File: config.mk
export PLATFORM = sky130hd
export DESIGN_NAME = s5hs_front
export DESIGN_NICKNAME = d
export VERILOG_FILES = /design/src/rtl/core/s5hs_pkg.sv /design/src/rtl/core/s5hs_front.sv
export SDC_FILE = /design/constraint.sdc
export NUM_CORES = 1
export LEC_CHECK = 0
export BUFFER_PORTS_ARGS = -buffer_cell sky130_fd_sc_hd__buf_2
export CAP_MARGIN = 15
export CORE_MARGIN = 2
export CORE_UTILIZATION = 65
export CTS_BUF_LIST = sky130_fd_sc_hd__clkbuf_4 sky130_fd_sc_hd__clkbuf_8 sky130_fd_sc_hd__clkbuf_16
export CTS_CLUSTER_DIAMETER = 150
export CTS_CLUSTER_SIZE = 10
export DETAILED_ROUTE_END_ITERATION = 8
export GPL_TIMING_DRIVEN = 0
export MAX_ROUTING_LAYER = met4
export PLACE_DENSITY = 0.87
export SYNTH_ARGS = -nofsm -noshare
export SYNTH_HDL_FRONTEND = slang
export SYNTH_SLANG_ARGS = --single-unit
File: constraint.sdc
create_clock -name clk -period 16.8 [get_ports clk]
set_clock_uncertainty 0.05 [all_clocks]
set_input_delay 2.52 -clock clk [delete_from_list [all_inputs] [get_ports clk]]
set_output_delay 2.52 -clock clk [all_outputs]
set_load 0.02 [all_outputs]
File: src/rtl/core/s5hs_pkg.sv
// ============================================================================
// s5hs_pkg
// types, constants and codes shared by the handshake checker modules
// ============================================================================
package s5hs_pkg;

	localparam int MAX_CREDENTIAL_DEF = 8;
	localparam int MAX_MESSAGE_DEF    = 1023;

	typedef struct packed {
		logic       op;
		logic [7:0] data_byte;
		logic       last_of_message;
		logic [1:0] connect_outcome;
	} in_item_t;

	typedef struct packed {
		logic [1:0] kind;
		logic [7:0] out_byte;
		logic       last_of_run;
	} out_item_t;

	typedef enum logic [1:0] {
		KIND_REPLY   = 2'd0,
		KIND_CLOSE   = 2'd1,
		KIND_CONNECT = 2'd2,
		KIND_FORWARD = 2'd3
	} kind_e;

	// command from front to back: what to emit
	typedef enum logic [2:0] {
		CMD_REPLY2  = 3'd0,
		CMD_REPLY10 = 3'd1,
		CMD_CLOSE   = 3'd2,
		CMD_CONNECT = 3'd3,
		CMD_FORWARD = 3'd4
	} cmd_e;

	typedef struct packed {
		cmd_e       cmd;
		logic [7:0] b0;
		logic [7:0] b1;
	} cmd_t;

	typedef enum logic [2:0] {
		PH_GREET  = 3'd0,
		PH_AUTH   = 3'd1,
		PH_REQ    = 3'd2,
		PH_CONN   = 3'd3,
		PH_CLOSED = 3'd4
	} phase_e;

	typedef enum logic [2:0] {
		REG_REQ_PW  = 3'd0,
		REG_USER    = 3'd1,
		REG_USER_LEN = 3'd2,
		REG_PW      = 3'd3,
		REG_PW_LEN  = 3'd4
	} reg_e;

	localparam logic [7:0] SOCKS_VER    = 8'h05;
	localparam logic [7:0] AUTH_VER     = 8'h01;
	localparam logic [7:0] REP_BAD_ATYP = 8'h08;
	localparam logic [7:0] REP_BAD_CMD  = 8'h07;
	localparam logic [7:0] REP_NO_START = 8'h03;
	localparam logic [7:0] REP_FAILED   = 8'h04;
	localparam logic [7:0] NO_METHOD    = 8'hff;
	localparam logic [7:0] METH_PW      = 8'h02;
	localparam logic [7:0] ATYP_V4      = 8'h01;
	localparam logic [7:0] ATYP_DOMAIN  = 8'h03;
	localparam logic [7:0] ATYP_V6      = 8'h04;
	localparam logic [7:0] REQ_CONNECT  = 8'h01;
	localparam logic [7:0] REQ_UDP      = 8'h03;

endpackage

File: src/rtl/core/s5hs_front.sv
// ============================================================================
// s5hs_front
// accepts client items, tracks the session and classifies each message
// ============================================================================
module s5hs_front import s5hs_pkg::*; #(
	parameter int MAX_CREDENTIAL = MAX_CREDENTIAL_DEF,
	parameter int MAX_MESSAGE    = MAX_MESSAGE_DEF
) (
	input  logic        clk,
	input  logic        arst_n,
	input  logic        in_valid,
	output logic        in_ready,
	input  in_item_t    in_item,
	input  logic        cfg_valid,
	input  logic [2:0]  cfg_index,
	input  logic [63:0] cfg_data,
	output logic        cmd_valid,
	input  logic        cmd_ready,
	output cmd_t        cmd
);
	localparam int CW = $clog2(MAX_CREDENTIAL + 1);
	localparam int BW = $clog2(MAX_MESSAGE + 1);
	localparam int IW = (MAX_CREDENTIAL > 1) ? $clog2(MAX_CREDENTIAL) : 1;

	logic        req_pw_q;
	logic [63:0] user_q, pw_q;
	logic [3:0]  user_len_q, pw_len_q;
	logic [CW-1:0] ulen, plen;

	phase_e      phase_q;
	logic [BW-1:0] cnt_q;
	logic [7:0]  dlen_q, slen_q, cmd_q, atyp_q;
	logic        meth_q, ver_q, um_q, pm_q, await_q, long_q;

	always_ff @(posedge clk or negedge arst_n) begin
		if (!arst_n) begin
			req_pw_q   <= 1'b0;
			user_q     <= '0;
			user_len_q <= '0;
			pw_q       <= '0;
			pw_len_q   <= '0;
		end else if (cfg_valid) begin
			case (cfg_index)
				REG_REQ_PW:   req_pw_q   <= cfg_data[0];
				REG_USER:     user_q     <= cfg_data;
				REG_USER_LEN: user_len_q <= cfg_data[3:0];
				REG_PW:       pw_q       <= cfg_data;
				REG_PW_LEN:   pw_len_q   <= cfg_data[3:0];
				default: ;
			endcase
		end
	end

	assign ulen = (32'(user_len_q) > MAX_CREDENTIAL) ? CW'(MAX_CREDENTIAL) : CW'(user_len_q);
	assign plen = (32'(pw_len_q) > MAX_CREDENTIAL) ? CW'(MAX_CREDENTIAL) : CW'(pw_len_q);

	// next state
	phase_e      phase_d;
	logic [BW-1:0] cnt_d;
	logic [7:0]  dlen_d, slen_d, cmd_d, atyp_d;
	logic        meth_d, ver_d, um_d, pm_d, await_d, long_d;
	logic        emit;
	cmd_t        c;
	logic [7:0]  b;
	logic [BW-1:0] pos;
	logic [10:0] len, dl2, idx_u, idx_p;
	logic        fin_ok, take;

	assign in_ready = cmd_ready;
	assign b   = in_item.data_byte;
	assign pos = cnt_q;

	always_comb begin
		phase_d = phase_q; cnt_d = cnt_q; dlen_d = dlen_q; slen_d = slen_q;
		cmd_d = cmd_q; atyp_d = atyp_q; meth_d = meth_q; ver_d = ver_q;
		um_d = um_q; pm_d = pm_q; await_d = await_q; long_d = long_q;
		emit = 1'b0;
		c = '{cmd: CMD_CLOSE, b0: 8'h00, b1: 8'h00};
		len = '0; dl2 = 11'(dlen_q) + 11'd2;
		idx_u = 11'(pos) - 11'd2;
		idx_p = 11'(pos) - 11'd3 - 11'(dlen_q);
		fin_ok = 1'b0; take = 1'b0;
		if (phase_q <= PH_CONN) begin
			if (in_item.op) begin
				if (await_q) begin
					await_d = 1'b0;
					emit = 1'b1;
					c.cmd = CMD_REPLY10;
					case (in_item.connect_outcome)
						2'd0: begin
							c.b1 = 8'h00;
							phase_d = PH_CONN;
						end
						2'd1: c.b1 = REP_NO_START;
						default: c.b1 = REP_FAILED;
					endcase
				end
			end else if (phase_q == PH_CONN) begin
				emit = 1'b1;
				c.cmd = CMD_FORWARD;
				c.b0 = b;
			end else if (!await_q) begin
				if (32'(pos) >= MAX_MESSAGE) long_d = 1'b1;
				else begin
					take = 1'b1;
					cnt_d = pos + 1'b1;
				end
				if (take) begin
					case (phase_q)
						PH_GREET: begin
							if (pos == 0) begin
								ver_d = (b == SOCKS_VER);
								meth_d = 1'b0;
							end else if (pos == 1) dlen_d = b;
							else if (b == (req_pw_q ? METH_PW : 8'h00)) meth_d = 1'b1;
						end
						PH_AUTH: begin
							if (pos == 0) ver_d = (b == AUTH_VER);
							else if (pos == 1) begin
								dlen_d = b; um_d = 1'b1; pm_d = 1'b1;
							end else if (11'(pos) < dl2) begin
								if (idx_u >= 11'(ulen) ||
								    user_q[8*idx_u[IW-1:0] +: 8] != b)
									um_d = 1'b0;
							end else if (11'(pos) == dl2) slen_d = b;
							else if (idx_p >= 11'(plen) ||
							         pw_q[8*idx_p[IW-1:0] +: 8] != b)
								pm_d = 1'b0;
						end
						default: begin
							if (pos == 0) ver_d = (b == SOCKS_VER);
							else if (pos == 1) cmd_d = b;
							else if (pos == 3) atyp_d = b;
							else if (pos == 4) dlen_d = b;
						end
					endcase
				end
				if (in_item.last_of_message) begin
					len = 11'(cnt_d);
					cnt_d = '0;
					long_d = 1'b0;
					emit = 1'b1;
					if (long_q || (32'(pos) >= MAX_MESSAGE)) begin
						c.cmd = CMD_CLOSE; phase_d = PH_CLOSED;
					end else begin
						case (phase_q)
							PH_GREET: begin
								if (len <= 11'd2 || !ver_d || 11'(dlen_d) != len - 11'd2) begin
									c.cmd = CMD_CLOSE; phase_d = PH_CLOSED;
								end else if (!meth_d) begin
									c = '{cmd: CMD_REPLY2, b0: SOCKS_VER, b1: NO_METHOD};
								end else begin
									c = '{cmd: CMD_REPLY2, b0: SOCKS_VER,
									      b1: req_pw_q ? METH_PW : 8'h00};
									phase_d = req_pw_q ? PH_AUTH : PH_REQ;
								end
							end
							PH_AUTH: begin
								if (len <= 11'd2 || !ver_d || len <= 11'(dlen_d) + 11'd2 ||
								    11'(slen_d) != len - 11'(dlen_d) - 11'd3) begin
									c.cmd = CMD_CLOSE; phase_d = PH_CLOSED;
								end else if (um_d && pm_d && 11'(dlen_d) == 11'(ulen) &&
								             11'(slen_d) == 11'(plen)) begin
									c = '{cmd: CMD_REPLY2, b0: AUTH_VER, b1: 8'h00};
									phase_d = PH_REQ;
								end else
									c = '{cmd: CMD_REPLY2, b0: AUTH_VER, b1: 8'h01};
							end
							default: begin
								if (len <= 11'd4 || !ver_d) fin_ok = 1'b0;
								else if (atyp_d == ATYP_V4) fin_ok = (len == 11'd10);
								else if (atyp_d == ATYP_DOMAIN)
									fin_ok = (len == 11'(dlen_d) + 11'd7);
								else if (atyp_d == ATYP_V6) fin_ok = (len == 11'd22);
								else fin_ok = 1'b1;
								if (!fin_ok) begin
									c.cmd = CMD_CLOSE; phase_d = PH_CLOSED;
								end else if (atyp_d != ATYP_V4 && atyp_d != ATYP_DOMAIN &&
								             atyp_d != ATYP_V6) begin
									c = '{cmd: CMD_REPLY10, b0: 8'h00, b1: REP_BAD_ATYP};
								end else if (cmd_d == REQ_CONNECT) begin
									c.cmd = CMD_CONNECT; await_d = 1'b1;
								end else if (cmd_d == REQ_UDP) begin
									c = '{cmd: CMD_REPLY10, b0: 8'h00, b1: 8'h00};
									phase_d = PH_CONN;
								end else
									c = '{cmd: CMD_REPLY10, b0: 8'h00, b1: REP_BAD_CMD};
							end
						endcase
					end
				end
			end
		end
	end

	always_ff @(posedge clk or negedge arst_n) begin
		if (!arst_n) begin
			phase_q <= PH_GREET; cnt_q <= '0; dlen_q <= '0; slen_q <= '0;
			cmd_q <= '0; atyp_q <= '0; meth_q <= 1'b0; ver_q <= 1'b0;
			um_q <= 1'b0; pm_q <= 1'b0; await_q <= 1'b0; long_q <= 1'b0;
		end else if (in_valid && in_ready) begin
			phase_q <= phase_d; cnt_q <= cnt_d; dlen_q <= dlen_d; slen_q <= slen_d;
			cmd_q <= cmd_d; atyp_q <= atyp_d; meth_q <= meth_d; ver_q <= ver_d;
			um_q <= um_d; pm_q <= pm_d; await_q <= await_d; long_q <= long_d;
		end
	end

	assign cmd_valid = in_valid && emit;
	assign cmd = c;
endmodule

==> results of run 1 <==
==> sequential cells by signal (all words and copies together), names as in the netlist, 3 cells and up <==
name,count
pw_q,64
dlen_q,8
user_len_q,4
atyp_q,8
cnt_q,10
pw_len_q,4
user_q,64
slen_q,8
cmd_q,8
phase_q,3
==> metal layers <==
metal  up-vias  routed length, um  part of all wire, %  global-route usage [%]
li1       5017                  -                    -                       -
met1      5686              15650                   36                   50.43
met2       826              20790                   47                   68.31
met3       240               4285                  9.8                   8.478
met4         0               3155                  7.2                   27.72
met5         -                  0                    0                       -
==> stage by stage <==
stage,std cells,util [%]
final,1689,73.31
after global routing,1689,73.31
after CTS,1688,73.29
after detailed placement,1656,70.28
after global placement,1655,70.10
after floorplan,1283,-
==> placed cells by master (no fill, tap or decap), drive strengths merged, types with 6 or more instances in the layout <==
master	synthesis	final
a21o	14	14
o2111ai	11	11
nor4	15	15
a21oi	44	44
xnor2	35	35
nand2b	6	6
nand3b	7	7
or4	7	7
nor2	51	51
mux2i	23	23
ha	71	71
and4	6	6
a211oi	15	15
nand2	85	85
a31oi	13	13
nor2b	16	16
nand4	19	19
or2	7	7
o211ai	18	18
and3	12	12
buf	30	133
clkinv	1	10
nor3	30	30
and2	12	12
nand3	42	42
o22ai	11	11
dfrtp	188	188
o221ai	6	6
xor2	13	13
mux2	160	160
clkbuf	37	55
mux4	32	32
or3	10	10
o21ai	64	64
inv	86	91
o21a	6	6
==> final timing paths <==
kind                               to  slack [ns]  depth (start not counted)
max in group asynchronous  user_q[56]       13.80                          2
setup reg to reg           phase_q[1]        8.61                         25
min in group asynchronous  phase_q[1]        1.95                          1
hold / removal               cmd_q[0]        0.45                          1
setup / recovery               cmd[0]        5.75                         25
hold reg to reg              cmd_q[0]        0.45                          1
==> cell families after synthesis <==
group,after synthesis,synth area share [%]
AOI/OAI and AO/OA,261,13.74
DFF,188,35.52
and+or+nand+nor,340,13.92
buffers and inverters,154,5.177
adders and majority gates,73,7.010
xor gates and xnor gates,52,3.855
muxes,215,20.78
==> area by class of cell <==
class | instances | area [sq um]
diodes | 1 | 2.502
inverters | 87 | 326.6
well taps | 270 | 337.8
flip-flops and latches | 188 | 4705
multi-input cells | 941 | 7854
fillers | 1321 | 5366
clock inverters | 14 | 172.7
clock buffers | 18 | 432.9
plain buffers | 67 | 359.1
repair buffers | 103 | 548.0
==> power breakdown <==
group | switching [uW] | internal, uW
clock | 213 | 203
sequential | 76.3 | 540
combinational | 854 | 596
==> metrics.log, run 1 <==
[metrics] Tot GR Track Use: 43.05%
[metrics] floorplan die height: 146.7 um
[metrics] half-perimeter wire length after placement: 32190 um
[metrics] Port-buffer cells: 102
[metrics] Setup violations, final: 0
[metrics] Final Wtd Congestion: 1.017
[metrics] most used flip-flop cell after synthesis: sky130_fd_sc_hd__dfrtp_1
[metrics] sum of buffers and inverters on the critical path: 8
[metrics] worst hold path class: reg -> reg
[metrics] Total Die Area: 0.02153 sq mm
[metrics] vias per std cell: 6.968
[metrics] top cell family by delay on the critical path: buffers and inverters
[metrics] Ports: 105
[metrics] Setup Slack @ Placement: 6.500 ns
[metrics] number of buffers created by CTS: 17
[metrics] Placed Instance Area: 0.01413 sq mm
[metrics] master cell of the clock root buffer: sky130_fd_sc_hd__clkbuf_16
[metrics] #FFs+latches synth: 188
[metrics] initial cell density of the core: 65.88%
[metrics] Worst Hold Slack: 0.4510 ns
[metrics] main area contributors after synthesis: sky130_fd_sc_hd__dfrtp_1 36%, sky130_fd_sc_hd__mux2_2 14%, sky130_fd_sc_hd__ha_1 6.7%
[metrics] run status: finished clean
[metrics] Max Cap Violations: 0
[metrics] final cycle utilization of the critical path: 65.80%
[metrics] crit path max fanout: 10
[metrics] required time of the critical path: 14.23 ns
[metrics] WL final: 43880 um
[metrics] die width: 146.7 um
[metrics] number of failing hold endpoints at the final stage: 0
[metrics] Async S/R FF share, synth: 100.0%
[metrics] Core Rows: 52
[metrics] maximum cell stage delay along the critical path: 0.68 ns
[metrics] worst skew pair latency: 0.44 ns
[metrics] total of warnings raised by yosys: 0
[metrics] number of global-route vias before repair: 12060
[metrics] net total in the final layout: 1562
[metrics] biggest area consumer among synthesized cells: sky130_fd_sc_hd__dfrtp_1
[metrics] overflow left after global routing: 0
[metrics] remaining design rule violation count: 0
[metrics] maximum number of pins on one net before global-route repair: 109
[metrics] Worst-Margin Slew: 1.072 ns
[metrics] First-pass DRT Iterations: 5
[metrics] first-pass GRT wire length: 68090 um
[metrics] most used cell along the critical path: sky130_fd_sc_hd__inv_1
[metrics] post-detailed-route wirelength per cell: 25.98 um
[metrics] placeable core region: 0.02010 sq mm
[metrics] top-area cell type share of the netlist area: 35.52%
[metrics] P&R area growth vs syn: 11.28%
[metrics] H-tree lvl count: 4
[metrics] Post-Syn Area per Cell: 10.32 sq um
[metrics] RR Startpoint: cnt_q[1]
[metrics] Via Count: 11770
[metrics] cell area after technology mapping: 0.01324 sq mm
[metrics] accumulated negative setup slack: 0 ns
[metrics] Crit Path Category: reg -> out
[metrics] count of flip-flops with a built-in enable after synthesis: 0
[metrics] slowest cell on the critical path: sky130_fd_sc_hd__mux2i_1
[metrics] post-cts sizing count: 0
[metrics] highest achievable clock rate: 90.47 MHz
[metrics] number of buffers between clock root and the deepest sink: 2
[metrics] leakage power: 0.006507 uW
[metrics] Post-DRT Antenna Nets: 0
[metrics] max-slew violation count: 0
[metrics] launch point of the worst hold path: cmd_q[0]
[metrics] P per Cell Area: 168.4 mW/mm^2
[metrics] setup repair after global routing missed its margin: no
[metrics] library cells used by synthesis: 97
[metrics] leading post-synthesis cells by instance count: 188 x sky130_fd_sc_hd__dfrtp_1, 160 x sky130_fd_sc_hd__mux2_2, 84 x sky130_fd_sc_hd__nand2_1
[metrics] Mapped Nets: 1440
[metrics] number of clock sinks: 188
[metrics] proportion of layout cells with a drive suffix above 1: 27.50%
[metrics] share of the yosys chip area belonging to registers: 35.52%
[metrics] crit path capture type: output port
[metrics] critical path launch point: cnt_q[1]
[metrics] instance count of the mapped netlist: 1283
[metrics] Post-CTS Repair Setup Buffers: 0
[metrics] worst supply voltage drop on vdd: 87.73 uV
[metrics] final design instance area without fill: 0.01474 sq mm
[metrics] type of element launching the critical path: register
[metrics] initial antenna violation count: 1
[metrics] headroom to the max-slew limit: 28.29%
[metrics] cell with the most instances after synthesis: sky130_fd_sc_hd__dfrtp_1
[metrics] post-layout total power: 2482 uW
[metrics] final critical-path required period: 11.05 ns
[metrics] clock-pin slew on the worst setup and hold paths: 0.08 ns
[metrics] slack of the critical path: 5.746 ns
[metrics] hold buffer count at CTS: 0
[metrics] arrival time worst endpoint: 8.48 ns
[metrics] drt first-iter violations: 1399
[metrics] clock tree from TritonCTS: yes
Note: power is estimated with default switching activity, not from simulation.
==> inputs of run 2 (changes only) <==
Settings changed: ABC_AREA set to 1, CORE_UTILIZATION 65 to 62, PLACE_DENSITY 0.87 to 0.84.
Clock period 16.8 ns to 11.5 ns, I/O delays scaled along.
==> metrics.log, run 2 <==
[metrics] WP depth: 33 (+32%)
[metrics] post-layout total power: 1658 uW (-33%)
[metrics] number of global-route vias before repair: 13150 (+9.1%)
[metrics] maximum number of pins on one net before global-route repair: 113 (+3.7%)
[metrics] leakage power: 0.007530 uW (+16%)
[metrics] highest achievable clock rate: 115.2 MHz
[metrics] run status: finished clean
[metrics] sum of buffers and inverters on the critical path: 10 (+2)
[metrics] master cell of the clock root buffer: sky130_fd_sc_hd__clkbuf_16
[metrics] Top Registers: pw_q (64), user_q (64), cnt_q (10)
[metrics] Post-Syn Area per Cell: 7.081 sq um (-31%)
[metrics] Ports: 105 (unchanged)
[metrics] count of flip-flops with a built-in enable after synthesis: 0 (unchanged)
[metrics] Max Cap Violations: 0 (unchanged)
[metrics] first-pass GRT wire length: 70730 um (+3.9%)
[metrics] biggest area consumer among synthesized cells: sky130_fd_sc_hd__dfrtp_1
[metrics] commonest cells after routing, fill and taps aside: 519 x sky130_fd_sc_hd__nand2_1, 213 x sky130_fd_sc_hd__o21ai_0, 206 x sky130_fd_sc_hd__inv_1
[metrics] initial cell density of the core: 62.85% (-3.0 points)
[metrics] final cycle utilization of the critical path: 75.46%
[metrics] crit path capture type: output port
[metrics] total of warnings raised by yosys: 0 (unchanged)
[metrics] diode count: 0 (-1)
[metrics] initial antenna violation count: 0 (-1)
[metrics] H-tree lvl count: 4 (unchanged)
[metrics] Setup violations, final: 0 (unchanged)
[metrics] die width: 149.7 um (+2.0%)
[metrics] clock-pin slew on the worst setup and hold paths: 0.08 ns (about the same)
[metrics] Post-CTS Repair Setup Buffers: 0 (unchanged)
[metrics] clock tree from TritonCTS: yes
[metrics] P&R area growth vs syn: 11.16%
[metrics] final critical-path required period: 8.678 ns
[metrics] main area contributors after synthesis: sky130_fd_sc_hd__dfrtp_1 36%, sky130_fd_sc_hd__nand2_1 15%, sky130_fd_sc_hd__o21ai_0 8.1%
[metrics] proportion of layout cells with a drive suffix above 1: 12.60% (-15 points)
[metrics] number of buffers created by CTS: 17 (unchanged)
[metrics] First-pass DRT Iterations: 6 (+1)
[metrics] drt first-iter violations: 1553 (+11%)
[metrics] worst supply voltage drop on vdd: 95.31 uV (+8.6%)
[metrics] Core Rows: 53 (+1.9%)
[metrics] setup repair after global routing missed its margin: no
[metrics] headroom to the max-slew limit: 27.62% (-0.66 points)
[metrics] cell depth of the worst hold path: 2 (+1)
[metrics] Port-buffer cells: 98 (-3.9%)
[metrics] WL final: 45320 um (+3.3%)
[metrics] #FFs+latches synth: 188 (unchanged)
[metrics] worst hold path class: reg -> reg
[metrics] placeable core region: 0.02096 sq mm (+4.2%)
[metrics] overflow left after global routing: 0 (unchanged)
[metrics] post-detailed-route wirelength per cell: 19.99 um (-23%)
[metrics] arrival time worst endpoint: 6.90 ns (-1.58 ns)
[metrics] number of failing hold endpoints at the final stage: 0 (unchanged)
[metrics] most common library cell in the layout ignoring fill and taps: sky130_fd_sc_hd__nand2_1
[metrics] Crit Path Category: reg -> out
[metrics] leading post-synthesis cells by instance count: 519 x sky130_fd_sc_hd__nand2_1, 213 x sky130_fd_sc_hd__o21ai_0, 206 x sky130_fd_sc_hd__inv_1
[metrics] slowest cell on the critical path: sky130_fd_sc_hd__clkbuf_1
[metrics] top-area cell type share of the netlist area: 35.72% (+0.20 points)
[metrics] P per Cell Area: 113.2 mW/mm^2 (-33%)
[metrics] Total Die Area: 0.02242 sq mm (+4.1%)
[metrics] library cells used by synthesis: 56 (-42%)
[metrics] Post-DRT Antenna Nets: 0 (unchanged)
[metrics] number of buffers between clock root and the deepest sink: 2 (unchanged)
[metrics] crit path max fanout: 12 (+2)
[metrics] post-cts sizing count: 0 (unchanged)
[metrics] Worst Hold Slack: 0.4393 ns (-0.01178 ns)
[metrics] required time of the critical path: 9.73 ns (-4.50 ns)
[metrics] net total in the final layout: 2136 (+37%)
[metrics] Placed Instance Area: 0.01404 sq mm (-0.62%)
[metrics] hold buffer count at CTS: 0 (unchanged)
[metrics] Worst R2R Path Depth: 30 (+20%)
[metrics] maximum cell stage delay along the critical path: 0.69 ns (about the same)
[metrics] floorplan die height: 149.7 um (+2.0%)
[metrics] final design instance area without fill: 0.01464 sq mm (-0.66%)
[metrics] # placed instances: 2234 (+35%)
[metrics] non-filler instance count after layout: 2267 (+34%)
[metrics] top cell family by delay on the critical path: buffers and inverters
[metrics] half-perimeter wire length after placement: 34360 um (+6.8%)
[metrics] max-slew violation count: 0 (unchanged)
[metrics] remaining design rule violation count: 0 (unchanged)
[metrics] Via Count: 13640 (+16%)
[metrics] number of clock sinks: 188 (unchanged)
[metrics] cell area after technology mapping: 0.01317 sq mm (-0.56%)
[metrics] cell with the most instances after synthesis: sky130_fd_sc_hd__nand2_1
[metrics] most used flip-flop cell after synthesis: sky130_fd_sc_hd__dfrtp_1
[metrics] worst skew pair latency: 0.45 ns (about the same)
[metrics] Async S/R FF share, synth: 100.0% (unchanged)
[metrics] Final Wtd Congestion: 1.036 (+1.8%)
[metrics] Tot GR Track Use: 42.75% (-0.30 points)
[metrics] accumulated negative setup slack: 0 ns (unchanged)
[metrics] share of the yosys chip area belonging to registers: 35.72% (+0.20 points)
[metrics] vias per std cell: 6.015 (-14%)
[metrics] Mapped Nets: 2017 (+40%)
[metrics] instance count of the mapped netlist: 1860 (+45%)
[metrics] type of element launching the critical path: register
[metrics] Worst-Margin Slew: 1.086 ns (+0.01393 ns)
[run 2: cell families after synthesis]
family / Yosys count / share of synthesized area, %
buffers and inverters: 315 / 9.510
DFF: 188 / 35.72
and+or+nand+nor: 912 / 30.68
adders and majority gates: 73 / 7.049
AOI/OAI and AO/OA: 318 / 13.43
muxes: 2 / 0.1520
xor gates and xnor gates: 52 / 3.458
[run 2: tightest hold or removal path: cells and delay by family, from the launching register on]
kind               cells  cell delay [ns]
and+or+nand+nor        1             0.05
AOI/OAI and AO/OA      1             0.06
DFF                    1             0.35
[run 2: metal layers]
| metal | part of all wire, % | track usage [%] | wire length (um) | vias up |
|---|---|---|---|---|
| met5 | 0 | - | 0 | - |
| met1 | 37 | 50.56 | 16660 | 6289 |
| met3 | 8.8 | 6.829 | 4006 | 240 |
| met4 | 7.7 | 28.63 | 3512 | 0 |
| li1 | - | - | - | 6244 |
| met2 | 47 | 67.59 | 21140 | 863 |
[run 2: final timing paths]
kind | startpoint | endpoint | slack [ns]
hold reg to reg | user_q[63] | user_q[63] | 0.44
hold / removal | user_q[63] | user_q[63] | 0.44
max in group asynchronous | arst_n | slen_q[2] | 9.22
min in group asynchronous | arst_n | pw_q[18] | 1.20
setup reg to reg | cnt_q[1] | phase_q[1] | 4.82
setup / recovery | cnt_q[0] | cmd[0] | 2.82
[run 2: where the power goes]
group          internal, uW  switching (uW)  total (uW)
Combinational          86.8             140         226
Clock                   298             317         615
Sequential              751            65.5         817
Total                  1140             522        1660
[run 2: per-stage QoR]
stage,setup WS [ns],utilization (%)
final,2.822,69.87
after global routing,2.500,69.87
after CTS,2.981,69.84
after detailed placement,3.504,67.01
after global placement,3.556,66.83
after floorplan,4.857,-
[run 2: final cells by class]
class | count | area (sq um)
plain buffers | 77 | 354.1
multi-input cells | 1357 | 7213
clock inverters | 14 | 160.2
fillers | 1781 | 6315
well taps | 275 | 344.1
clock buffers | 18 | 432.9
flip-flops and latches | 188 | 4705
repair buffers | 100 | 533.0
inverters | 238 | 898.4
==> inputs of run 3 (changes only) <==
Settings changed: ABC_AREA 1 to 0, CORE_UTILIZATION 62 to 56, PLACE_DENSITY 0.84 to 0.8.
Clock period 11.5 ns to 7.2 ns, I/O delays scaled along.
==> metrics.log, run 3 (synthesis gave the netlist of run 1 again) <==
[metrics] top cell family by delay on the critical path: buffers and inverters
[metrics] slowest cell on the critical path: sky130_fd_sc_hd__dfrtp_2
[metrics] vias per std cell: 6.604 (+9.8%)
[metrics] fraction of power consumed by the clock network: 16.3% (-21 points)
[metrics] final cycle utilization of the critical path: 98.60%
[metrics] overflow left after global routing: 0 (unchanged)
[metrics] post-detailed-route wirelength per cell: 24.46 um (+22%)
[metrics] arrival time worst endpoint: 5.97 ns (-0.93 ns)
[metrics] initial antenna violation count: 0 (unchanged)
[metrics] commonest cells after routing, fill and taps aside: 186 x sky130_fd_sc_hd__dfrtp_1, 160 x sky130_fd_sc_hd__mux2_2, 109 x sky130_fd_sc_hd__buf_2
[metrics] WL final: 42860 um (-5.4%)
[metrics] Final Wtd Congestion: 1.053 (+1.6%)
[metrics] crit path capture type: output port
[metrics] headroom to the max-slew limit: 31.98% (+4.4 points)
[metrics] required time of the critical path: 6.07 ns (-3.66 ns)
[metrics] run status: finished clean
[metrics] portion of total power attributed to sequential cells: 23.6% (-26 points)
[metrics] number of global-route vias before repair: 11410 (-13%)
[metrics] worst supply voltage drop on vdd: 203.1 uV (+110%)
[metrics] net total in the final layout: 1577 (-26%)
[metrics] worst skew pair latency: 0.45 ns (about the same)
[metrics] Setup Slack @ Placement: -1.791 ns (-5.295 ns)
[metrics] highest achievable clock rate: 140.9 MHz
[metrics] final critical-path required period: 7.099 ns
[metrics] max-slew violation count: 0 (unchanged)
[metrics] Setup violations, final: 0 (unchanged)
[metrics] number of buffers created by CTS: 17 (unchanged)
[metrics] final design instance area without fill: 0.01517 sq mm (+3.6%)
[metrics] Max Cap Violations: 0 (unchanged)
[metrics] internal power: 3258 uW (+190%)
[metrics] Port-buffer cells: 102 (+4.1%)
[metrics] net switching power: 2722 uW (+420%)
[metrics] first-pass GRT wire length: 65580 um (-7.3%)
[metrics] Worst-Margin Slew: 1.016 ns (-0.06919 ns)
[metrics] most common library cell in the layout ignoring fill and taps: sky130_fd_sc_hd__dfrtp_1
[metrics] H-tree lvl count: 4 (unchanged)
[metrics] First-pass DRT Iterations: 7 (+1)
[metrics] Core Rows: 56 (+5.7%)
[metrics] maximum cell stage delay along the critical path: 0.44 ns (-0.25 ns)
[metrics] part of the power in combinational logic: 60.0% (+46 points)
[metrics] worst hold path class: reg -> reg
[metrics] crit path max fanout: 10 (-2)
[metrics] proportion of layout cells with a drive suffix above 1: 30.84% (+18 points)
[metrics] Top Registers: pw_q (64), user_q (64), cnt_q (10)
[metrics] Via Count: 11570 (-15%)
[metrics] initial cell density of the core: 56.76% (-6.1 points)
[metrics] diode count: 0 (unchanged)
[metrics] Placed Instance Area: 0.01419 sq mm (+1.1%)
[metrics] slack of the critical path: 0.1009 ns (-2.721 ns)
[metrics] Crit Path Category: reg -> out
[metrics] post-layout total power: 5979 uW (+260%)
[metrics] Total Die Area: 0.02490 sq mm (+11%)
[metrics] sum of buffers and inverters on the critical path: 9 (-1)
[metrics] P per Cell Area: 394.2 mW/mm^2 (+250%)
[metrics] number of failing hold endpoints at the final stage: 0 (unchanged)
[metrics] maximum number of pins on one net before global-route repair: 120 (+6.2%)
[metrics] leakage power: 0.006632 uW (-12%)
[metrics] number of filler cells placed in the layout: 1820 (+2.2%)
[metrics] Ports: 105 (unchanged)
[metrics] final standard cell utilization of the core: 65.02% (-4.9 points)
[metrics] Post-DRT Antenna Nets: 0 (unchanged)
[metrics] type of element launching the critical path: register
[metrics] placeable core region: 0.02333 sq mm (+11%)
[metrics] floorplan die height: 157.8 um (+5.4%)
[metrics] accumulated negative setup slack: 0 ns (unchanged)
[metrics] remaining design rule violation count: 0 (unchanged)
[metrics] number of clock sinks: 188 (unchanged)
[metrics] number of buffers between clock root and the deepest sink: 2 (unchanged)
[metrics] P&R area growth vs syn: 14.54%
[metrics] drt first-iter violations: 1172 (-25%)
[metrics] half-perimeter wire length after placement: 31570 um (-8.1%)
[metrics] clock-pin slew on the worst setup and hold paths: 0.08 ns (about the same)
[metrics] master cell of the clock root buffer: sky130_fd_sc_hd__clkbuf_16
[metrics] die width: 157.8 um (+5.4%)
[metrics] Net Sw Frac: 45.52% (+14 points)
[metrics] Tot GR Track Use: 36.43% (-6.3 points)
[metrics] clock tree from TritonCTS: yes
[run 3: cell types whose count changed in the layout (fill, tap and decap cells not counted), moves of 22 or more]
cell and delta:
sky130_fd_sc_hd__inv_1 -126, sky130_fd_sc_hd__nand2_1 -436, sky130_fd_sc_hd__nand2_2 -22, sky130_fd_sc_hd__o21ai_0 -156, sky130_fd_sc_hd__mux2_2 +160, sky130_fd_sc_hd__xor2_1 -27
sky130_fd_sc_hd__nor2_1 -82, sky130_fd_sc_hd__clkbuf_1 -26, sky130_fd_sc_hd__nand3_1 -97, sky130_fd_sc_hd__mux4_2 +32
[run 3: layer usage]
layer | up-vias | track usage [%] | wire length (um)
li1 | 5036 | - | -
met1 | 5655 | 45.26 | 16460
met2 | 694 | 56.46 | 20030
met3 | 185 | 6.460 | 3673
met4 | 0 | 20.61 | 2701
met5 | - | - | 0
[run 3: what timing repair did]
action	in CTS	in global routing
gates resized for setup	35	27
hold endpoints to repair	0	0
hold buffers	0	0
setup buffers	12	3
setup endpoints to repair	15	4
pin swaps	4	5
[run 3: per-stage QoR]
| stage | hold slack (ns) | std cells |
|---|---|---|
| after floorplan | 0.3957 | 1283 |
| after global placement | 0.4323 | 1704 |
| after detailed placement | 0.4405 | 1705 |
| after CTS | 0.4576 | 1748 |
| after global routing | 0.4736 | 1752 |
| final | 0.4561 | 1752 |
[run 3: power groups by stage]
| stage | Sequential [uW] | Clock, uW | Combinational [uW] |
|---|---|---|---|
| 2_1_floorplan | 1370 | 0 | 2380 |
| 3_3_place_gp | 1410 | 0 | 3150 |
| 3_5_place_dp | 1430 | 0 | 3220 |
| 4_1_cts | 1410 | 977 | 3360 |
| 5_1_grt | 1430 | 1020 | 3830 |
| 6_report | 1410 | 977 | 3590 |
[run 3: worst paths after layout]
| check | startpoint | endpoint | slack [ns] | cells after the start |
|---|---|---|---|---|
| max | cnt_q[1] | cmd[17] | 0.10 | 27 |
| min | pw_q[52] | pw_q[52] | 0.46 | 1 |
| max reg2reg | cnt_q[1] | phase_q[1] | 1.28 | 27 |
| min reg2reg | pw_q[52] | pw_q[52] | 0.46 | 1 |
| max in group asynchronous | arst_n | user_q[19] | 5.51 | 2 |
| min in group asynchronous | arst_n | phase_q[0] | 0.53 | 1 |
[run 3: layout make-up]
class | instances | area [sq um] | area share, %
Multi-Input combinational cell | 941 | 8070 | 53.20
Buffer | 66 | 395.4 | 2.606
Timing Repair Buffer | 119 | 668.1 | 4.405
Inverter | 87 | 334.1 | 2.202
Tap cell | 319 | 399.1 | 2.631
Sequential cell | 188 | 4707 | 31.03
Clock inverter | 14 | 162.7 | 1.072
Clock buffer | 18 | 432.9 | 2.854
